[config.mk]
export PLATFORM = sky130hd
export DESIGN_NAME = co2_sensor_frame_decoder_core
export DESIGN_NICKNAME = d
export VERILOG_FILES = /design/src/co2fd_pkg.sv /design/src/co2fd_front.sv /design/src/co2fd_queue.sv /design/src/co2fd_back.sv /design/src/co2_sensor_frame_decoder_core.sv
export SDC_FILE = /design/constraint.sdc
export NUM_CORES = 1
export LEC_CHECK = 0
export ABC_AREA = 1
export BUFFER_PORTS_ARGS = -buffer_cell sky130_fd_sc_hd__buf_4
export CORE_MARGIN = 1
export CORE_UTILIZATION = 63
export DETAILED_ROUTE_END_ITERATION = 6
export PLACE_DENSITY = 0.78
export SETUP_SLACK_MARGIN = 0.1
export SYNTH_ARGS = -nofsm -noshare
export SYNTH_HDL_FRONTEND = slang
export SYNTH_HIERARCHICAL = 1
export SYNTH_SLANG_ARGS = --single-unit
[constraint.sdc]
create_clock -name aclk -period 9.85 [get_ports aclk]
set_input_delay 0.4925 -clock aclk [delete_from_list [all_inputs] [get_ports aclk]]
set_output_delay 0.4925 -clock aclk [all_outputs]
set_load 0.01 [all_outputs]
[src/co2fd_pkg.sv]
`timescale 1ns / 1ps

package co2fd_pkg;

    localparam int unsigned QUEUE_DEPTH = 2;

    localparam logic [7:0] CRC_INIT = 8'hFF;
    localparam logic [7:0] CRC_POLY = 8'h31;

    // last byte of a response, counted from zero
    localparam logic [3:0] LAST_POS = 4'd8;

    localparam logic [14:0] TEMP_SPAN   = 15'd17500;
    localparam logic [13:0] HUM_SPAN    = 14'd10000;
    localparam logic [14:0] TEMP_OFFSET = 15'd4500;

    typedef enum logic [1:0] {
        PH_HIGH,
        PH_LOW,
        PH_CRC
    } phase_t;

    // one complete response as handed from front to back
    typedef struct packed {
        logic        status;
        logic [1:0]  bad_word;
        logic [15:0] co2_word;
        logic [15:0] temp_word;
        logic [15:0] hum_word;
    } frame_rec_t;

    // crc-8, msb first, one byte folded in
    function automatic logic [7:0] crc8_feed(input logic [7:0] crc, input logic [7:0] b);
        logic [7:0] c;
        c = crc ^ b;
        for (int i = 0; i < 8; i++) begin
            if (c[7]) begin
                c = {c[6:0], 1'b0} ^ CRC_POLY;
            end else begin
                c = {c[6:0], 1'b0};
            end
        end
        return c;
    endfunction

    // floor(x / 65535) for x below 2^31
    function automatic logic [15:0] div_65535(input logic [30:0] x);
        logic [31:0] sum;
        sum = {1'b0, x} + {16'b0, 1'b0, x[30:16]} + 32'd1;
        return sum[31:16];
    endfunction

endpackage

[src/co2fd_front.sv]
`timescale 1ns / 1ps

module co2fd_front (
    input  logic                   aclk,
    input  logic                   aresetn,
    input  logic                   in_valid,
    output logic                   in_ready,
    input  logic [7:0]             in_byte,
    input  logic                   in_start,
    output logic                   push,
    output co2fd_pkg::frame_rec_t  push_rec,
    input  logic                   queue_full
);

    logic [3:0]  pos_reg, pos_next;
    logic [7:0]  crc_reg;
    logic [7:0]  hold_reg;
    logic [15:0] co2_reg, temp_reg, hum_reg;
    logic [1:0]  bad_reg, bad_next;

    logic [3:0]        pos_eff;
    co2fd_pkg::phase_t phase;
    logic [1:0]        word_idx;
    logic [1:0]        bad_base;
    logic [7:0]        crc_calc;
    logic              accept;

    assign in_ready = !queue_full;
    assign accept   = in_valid && in_ready;

    always_comb begin
        pos_eff = (in_start || pos_reg > co2fd_pkg::LAST_POS) ? 4'd0 : pos_reg;
        unique case (pos_eff)
            4'd0, 4'd3, 4'd6: phase = co2fd_pkg::PH_HIGH;
            4'd1, 4'd4, 4'd7: phase = co2fd_pkg::PH_LOW;
            4'd2, 4'd5, 4'd8: phase = co2fd_pkg::PH_CRC;
            default:          phase = co2fd_pkg::PH_HIGH;
        endcase
        unique case (pos_eff)
            4'd3, 4'd4, 4'd5: word_idx = 2'd1;
            4'd6, 4'd7, 4'd8: word_idx = 2'd2;
            default:          word_idx = 2'd0;
        endcase
    end

    always_comb begin
        bad_base = (pos_eff == 4'd0) ? 2'd0 : bad_reg;
        crc_calc = co2fd_pkg::crc8_feed(
            (phase == co2fd_pkg::PH_HIGH) ? co2fd_pkg::CRC_INIT : crc_reg, in_byte);
        bad_next = bad_base;
        if (phase == co2fd_pkg::PH_CRC && crc_reg != in_byte && bad_base == 2'd0) begin
            bad_next = word_idx + 2'd1;
        end
        push     = accept && (pos_eff == co2fd_pkg::LAST_POS);
        pos_next = push ? 4'd0 : pos_eff + 4'd1;
    end

    always_comb begin
        push_rec.status    = (bad_next != 2'd0);
        push_rec.bad_word  = bad_next;
        push_rec.co2_word  = co2_reg;
        push_rec.temp_word = temp_reg;
        push_rec.hum_word  = hum_reg;
    end

    always_ff @(posedge aclk) begin
        if (!aresetn) begin
            pos_reg <= 4'd0;
            bad_reg <= 2'd0;
        end else if (accept) begin
            pos_reg <= pos_next;
            bad_reg <= bad_next;
        end
    end

    always_ff @(posedge aclk) begin
        if (accept) begin
            if (phase != co2fd_pkg::PH_CRC) begin
                crc_reg <= crc_calc;
            end
            if (phase == co2fd_pkg::PH_HIGH) begin
                hold_reg <= in_byte;
            end
            if (phase == co2fd_pkg::PH_LOW) begin
                unique case (word_idx)
                    2'd0:    co2_reg  <= {hold_reg, in_byte};
                    2'd1:    temp_reg <= {hold_reg, in_byte};
                    default: hum_reg  <= {hold_reg, in_byte};
                endcase
            end
        end
    end

endmodule

[src/co2fd_queue.sv]
`timescale 1ns / 1ps

module co2fd_queue #(
    parameter int unsigned DEPTH = co2fd_pkg::QUEUE_DEPTH
) (
    input  logic                  aclk,
    input  logic                  aresetn,
    input  logic                  push,
    input  co2fd_pkg::frame_rec_t push_rec,
    output logic                  full,
    input  logic                  pop,
    output logic                  head_valid,
    output co2fd_pkg::frame_rec_t head_rec
);

    localparam int unsigned PTR_W = (DEPTH > 1) ? $clog2(DEPTH) : 1;
    localparam int unsigned CNT_W = $clog2(DEPTH + 1);
    localparam logic [CNT_W-1:0] DEPTH_CNT = CNT_W'(DEPTH);
    localparam logic [PTR_W-1:0] LAST_PTR  = PTR_W'(DEPTH - 1);

    co2fd_pkg::frame_rec_t slot_reg [DEPTH];
    logic [PTR_W-1:0] wr_ptr_reg, rd_ptr_reg;
    logic [CNT_W-1:0] count_reg;
    logic             do_pop;

    assign full       = (count_reg == DEPTH_CNT);
    assign head_valid = (count_reg != '0);
    assign head_rec   = slot_reg[rd_ptr_reg];
    assign do_pop     = pop && head_valid;

    always_ff @(posedge aclk) begin
        if (!aresetn) begin
            wr_ptr_reg <= '0;
            rd_ptr_reg <= '0;
            count_reg  <= '0;
        end else begin
            if (push) begin
                wr_ptr_reg <= (wr_ptr_reg == LAST_PTR) ? '0 : wr_ptr_reg + 1'b1;
            end
            if (do_pop) begin
                rd_ptr_reg <= (rd_ptr_reg == LAST_PTR) ? '0 : rd_ptr_reg + 1'b1;
            end
            if (push && !do_pop) begin
                count_reg <= count_reg + 1'b1;
            end else if (do_pop && !push) begin
                count_reg <= count_reg - 1'b1;
            end
        end
    end

    always_ff @(posedge aclk) begin
        if (push) begin
            slot_reg[wr_ptr_reg] <= push_rec;
        end
    end

endmodule

[src/co2fd_back.sv]
`timescale 1ns / 1ps

module co2fd_back (
    input  logic                  aclk,
    input  logic                  aresetn,
    input  logic                  head_valid,
    input  co2fd_pkg::frame_rec_t head_rec,
    output logic                  pop,
    output logic                  out_valid,
    input  logic                  out_ready,
    output logic [47:0]           out_data
);

    logic              advance;
    logic              s1_valid_reg;
    logic              s1_status_reg;
    logic [1:0]        s1_bad_reg;
    logic [15:0]       s1_co2_reg;
    logic [30:0]       s1_tprod_reg;
    logic [29:0]       s1_hprod_reg;

    logic              out_valid_reg;
    logic [47:0]       out_data_reg;

    logic [15:0]        t_quot;
    logic [15:0]        h_quot;
    logic signed [14:0] temp_centi;

    // whole pipe moves together when the output register can take a request
    assign advance   = !out_valid_reg || out_ready;
    assign pop       = head_valid && advance;
    assign out_valid = out_valid_reg;
    assign out_data  = out_data_reg;

    always_comb begin
        t_quot     = co2fd_pkg::div_65535(s1_tprod_reg);
        h_quot     = co2fd_pkg::div_65535({1'b0, s1_hprod_reg});
        temp_centi = signed'(t_quot[14:0] - co2fd_pkg::TEMP_OFFSET);
    end

    always_ff @(posedge aclk) begin
        if (!aresetn) begin
            s1_valid_reg  <= 1'b0;
            out_valid_reg <= 1'b0;
        end else if (advance) begin
            s1_valid_reg  <= head_valid;
            out_valid_reg <= s1_valid_reg;
        end
    end

    always_ff @(posedge aclk) begin
        if (advance) begin
            s1_status_reg <= head_rec.status;
            s1_bad_reg    <= head_rec.bad_word;
            s1_co2_reg    <= head_rec.co2_word;
            s1_tprod_reg  <= 31'(head_rec.temp_word) * 31'(co2fd_pkg::TEMP_SPAN);
            s1_hprod_reg  <= 30'(head_rec.hum_word) * 30'(co2fd_pkg::HUM_SPAN);
            out_data_reg  <= {h_quot[13:0], temp_centi, s1_co2_reg, s1_bad_reg,
                              s1_status_reg};
        end
    end

    assert property (@(posedge aclk) disable iff (!aresetn)
        out_valid_reg |-> (out_data_reg[0] == (out_data_reg[2:1] != 2'd0)))
        else $error("status disagrees with bad word index");

    assert property (@(posedge aclk) disable iff (!aresetn)
        out_valid_reg |-> (out_data_reg[47:34] <= co2fd_pkg::HUM_SPAN))
        else $error("humidity beyond full scale");

    assert property (@(posedge aclk) disable iff (!aresetn)
        out_valid_reg |-> ($signed(out_data_reg[33:19]) >= -15'sd4500
                           && $signed(out_data_reg[33:19]) <= 15'sd13000))
        else $error("temperature out of range");

    assert property (@(posedge aclk) disable iff (!aresetn)
        (out_valid_reg && !out_ready) |=> (out_valid_reg && $stable(s1_valid_reg)))
        else $error("pipe moved while output stalled");

endmodule

[src/co2_sensor_frame_decoder_core.sv]
`timescale 1ns / 1ps

// channel   direction  tdata fields (lsb up)                          tuser
// s_        in         data_byte[7:0]                                 frame_start
// m_        out        status, bad_word[2:1], co2_ppm[18:3],          -
//                      temperature_centi[33:19], humidity_centi[47:34]
//
// takes one byte request per cycle while s_tready is high; m_tvalid rises once the
// frame of the ninth accepted byte has passed queue write, multiply stage, scale stage
// the 16x15 multiply and the divide-by-65535 add each own one register stage
// reset clears byte position, bad word index, queue count and pipe valids
// output stall holds the back pipe; the queue absorbs it and s_tready drops
// only when the queue is full
module co2_sensor_frame_decoder_core #(
    parameter int unsigned QUEUE_DEPTH = co2fd_pkg::QUEUE_DEPTH
) (
    input  logic        aclk,
    input  logic        aresetn,
    input  logic        s_tvalid,
    output logic        s_tready,
    input  logic [7:0]  s_tdata,   // data_byte
    input  logic [0:0]  s_tuser,   // frame_start
    output logic        m_tvalid,
    input  logic        m_tready,
    output logic [47:0] m_tdata    // status, bad_word, co2_ppm, temperature_centi,
                                   // humidity_centi
);

    // finished frames travel front -> queue -> back
    logic                  push;
    co2fd_pkg::frame_rec_t push_rec;
    logic                  queue_full;
    logic                  pop;
    logic                  head_valid;
    co2fd_pkg::frame_rec_t head_rec;

    // front: byte position, per-word crc check, word capture
    co2fd_front u_front (
        .aclk       (aclk),
        .aresetn    (aresetn),
        .in_valid   (s_tvalid),
        .in_ready   (s_tready),
        .in_byte    (s_tdata),
        .in_start   (s_tuser[0]),
        .push       (push),
        .push_rec   (push_rec),
        .queue_full (queue_full)
    );

    // short queue decoupling byte intake from result delivery
    co2fd_queue #(
        .DEPTH (QUEUE_DEPTH)
    ) u_queue (
        .aclk       (aclk),
        .aresetn    (aresetn),
        .push       (push),
        .push_rec   (push_rec),
        .full       (queue_full),
        .pop        (pop),
        .head_valid (head_valid),
        .head_rec   (head_rec)
    );

    // back: fixed-point scaling of temperature and humidity, output register
    co2fd_back u_back (
        .aclk       (aclk),
        .aresetn    (aresetn),
        .head_valid (head_valid),
        .head_rec   (head_rec),
        .pop        (pop),
        .out_valid  (m_tvalid),
        .out_ready  (m_tready),
        .out_data   (m_tdata)
    );

endmodule

==> results.json <==
{
  "outcome": "completed",
  "crit_family": "adder cells",
  "ioPinCount": 63,
  "synth_ff_type": "edfxtp_1",
  "cpMostUsedCell": "inv_1",
  "max-slew-margin-rel_pct": 33.5,
  "initial_core_util_pct": 64.2,
  "post-route-drc-count": 0,
  "finClkSkew_ns": 0.0145,
  "clk_pin_slew_worst_paths_ns": 0.06,
  "final_cells": 2262,
  "design_area_um2": 21000,
  "cts-resized-gates": 0,
  "dr.pass1.iters": 5,
  "htreeDepth": 1,
  "worstPathRequired_ns": 10.17,
  "path_buf_inv": 6,
  "tns_ns": 0,
  "grt_pass1_wl_mm": 58.4,
  "drt_iter0_drc": 617,
  "switchingPower_mw": 1.23,
  "p_clk_share_pct": 29.5,
  "max-vdd-ir-drop_v": 0.000196,
  "min_period_ns": 5.68,
  "power_frac_seq_pct": 43.8,
  "comb_power_share_pct": 26.7,
  "post_cts_buffers": 0,
  "routedWlPerCell_um": 15.7,
  "finalMaxSlewViolations": 0,
  "cap_violations": 0,
  "track_usage_pct": 23.8,
  "clockBufferDepth": 3,
  "grt.overflow.total": 0,
  "antenna_found_initial": 0,
  "grt_max_degree": 83,
  "p_int_mw": 2.65,
  "ys_ff_latch": 301,
  "tightest_slew_ns": 0.997,
  "cts_buffers": 31,
  "tritoncts": "yes",
  "dp_hpwl_mm": 26.7,
  "core_um2": 29800,
  "clock_sinks": 301,
  "crit_slowest_cell": "dfxtp_4",
  "via_count": 11944,
  "p_leak_nw": 9.85,
  "ys_async_sr_fraction_pct": 0,
  "synthCells": 1756,
  "cp_max_fo": 51,
  "rsz0062_at_grt": "false",
  "yosys_warnings": 6,
  "finalHoldViolCount": 0,
  "slowest_delay_ns": 0.97,
  "chipWidth_um": 176,
  "fin_crit_sh_pct": 57.6,
  "fp-row-count": 63,
  "grt_pass1_vias": 12110,
  "ys_seq_area_share_pct": 46.5,
  "netlist_area_um2": 19100,
  "nNetsFinal": 2139,
  "switching_share_pct": 31.7,
  "clock_latency_ns": 0.58,
  "ant_nets": 0,
  "cts_hold_buf": 0,
  "area_growth_pct": 9.88,
  "fmax_mhz": 176,
  "syn-num-nets": 2046,
  "root_buffer": "clkbuf_16",
  "hp-class": "in2reg",
  "cp_cell_sequence": "mux2_4 > inv_1 > fa_1 > inv_1 > ha_1 > inv_1 > fa_1 > inv_1 > ha_1 > inv_1 > fa_1 > inv_1 > ha_1 > nand2_1 > nor4_1 > a21oi_1 > o21ai_0 > nand2_1 > nand2_1 > xor2_1",
  "crit_type": "reg2reg",
  "synth_edf_count": 288,
  "drt_wl_total_mm": 35.6,
  "place_area_um2": 20000,
  "synth_cell_types": 51,
  "final_common_cell": "inv_1",
  "power_density_nw_per_um2": 184,
  "cp-end-kind": "register",
  "die_h_um": 176,
  "dieArea_um2": 31100,
  "arrival_ns": 6.00,
  "setup_viol": 0,
  "drive_above_1_share_pct": 12.9,
  "n_antenna_cell": 0,
  "crit_path_start_kind": "register",
  "syn_area_per_cell_um2": 10.9,
  "viasPerCell": 5.28,
  "largest_reg_flops": 102,
  "gp_congestion": 0.941,
  "port_buffers": 62,
  "mostFrequentLayoutCells": "inv_1, nand2_1, edfxtp_1",
  "dp_cells": 2206
}
## cells by family after synthesis
group | after synthesis | share of synthesized area (%)
and+or+nand+nor | 541 | 12.7
buffers and inverters | 369 | 7.74
DFF | 301 | 46.5
adders and majority gates | 277 | 21.2
AOI/OAI and AO/OA | 143 | 4.24
xor gates and xnor gates | 74 | 3.52
muxes | 51 | 3.98
## through the flow
step / power (mW) / util, % / hold slack, ns / setup slack [ns]
floorplan: 2.45 / - / 0.400 / 5.02
global placement: 2.72 / 67.2 / 0.405 / 4.27
detailed placement: 2.75 / 67.2 / 0.406 / 4.17
CTS: 3.90 / 70.6 / 0.163 / 4.17
global route: 4.10 / 70.6 / 0.170 / 3.72
finish: 3.88 / 70.6 / 0.184 / 4.17
## power by group through the flow
stage	clock [mW]	sequential, mW	combinational (mW)
final	1.14	1.70	1.04
after global routing	1.21	1.72	1.18
after CTS	1.17	1.70	1.03
after detailed placement	0	1.73	1.02
after global placement	0	1.72	1.00
after floorplan	0	1.71	0.741
## synthesized netlist by cell type (all sizes together) (2+ instances only)
master / instances / area (um2)
inv: 360 / 1350
nand2: 341 / 1390
edfxtp: 288 / 8650
ha: 197 / 2460
nor2: 103 / 450
fa: 80 / 1600
a21oi: 73 / 384
nand3: 56 / 333
xor2: 56 / 509
mux2: 51 / 762
o21ai: 38 / 194
xnor2: 18 / 165
nand4: 14 / 87.6
dfxtp: 13 / 260
nor3: 13 / 75.1
a31oi: 10 / 62.6
o21bai: 10 / 75.1
buf: 7 / 123
nand3b: 5 / 41.3
nor4: 5 / 31.3
a21o: 3 / 22.5
and2: 3 / 21.3
a21boi: 2 / 18.8
o211ai: 2 / 15.0
o21a: 2 / 15.0
## layer usage
metal	vias to the layer above	global-route usage, %	share of wire, %
li1	5972	-	-
met1	5627	30.5	44
met2	270	42.5	50
met3	75	2.61	3.9
met4	0	6.88	2.7
met5	-	0	0
## worst paths after layout
kind | depth (start not counted) | endpoint | startpoint | slack (ns)
setup reg to reg | 20 | u_back/s1_hprod_reg[22]$_DFFE_PN_ | register | 4.17
hold / removal | 1 | u_front/hum_reg[0]$_DFFE_PP_ | s_tdata[0] | 0.18
hold reg to reg | 0 | u_back/out_data[7]$_DFFE_PN_ | u_back/s1_co2_reg[4]$_DFFE_PN_ | 0.42
setup / recovery | 20 | u_back/s1_hprod_reg[22]$_DFFE_PN_ | register | 4.17
## area by class of cell
| type | instances | area, um2 |
|---|---|---|
| multi-input cells | 1086 | 8760 |
| clock buffers | 37 | 798 |
| clock inverters | 19 | 200 |
| flip-flops and latches | 301 | 8910 |
| well taps | 390 | 488 |
| fillers | 2144 | 8770 |
| inverters | 361 | 1360 |
| repair buffers | 68 | 510 |
Note: power is estimated with default switching activity, not from simulation.
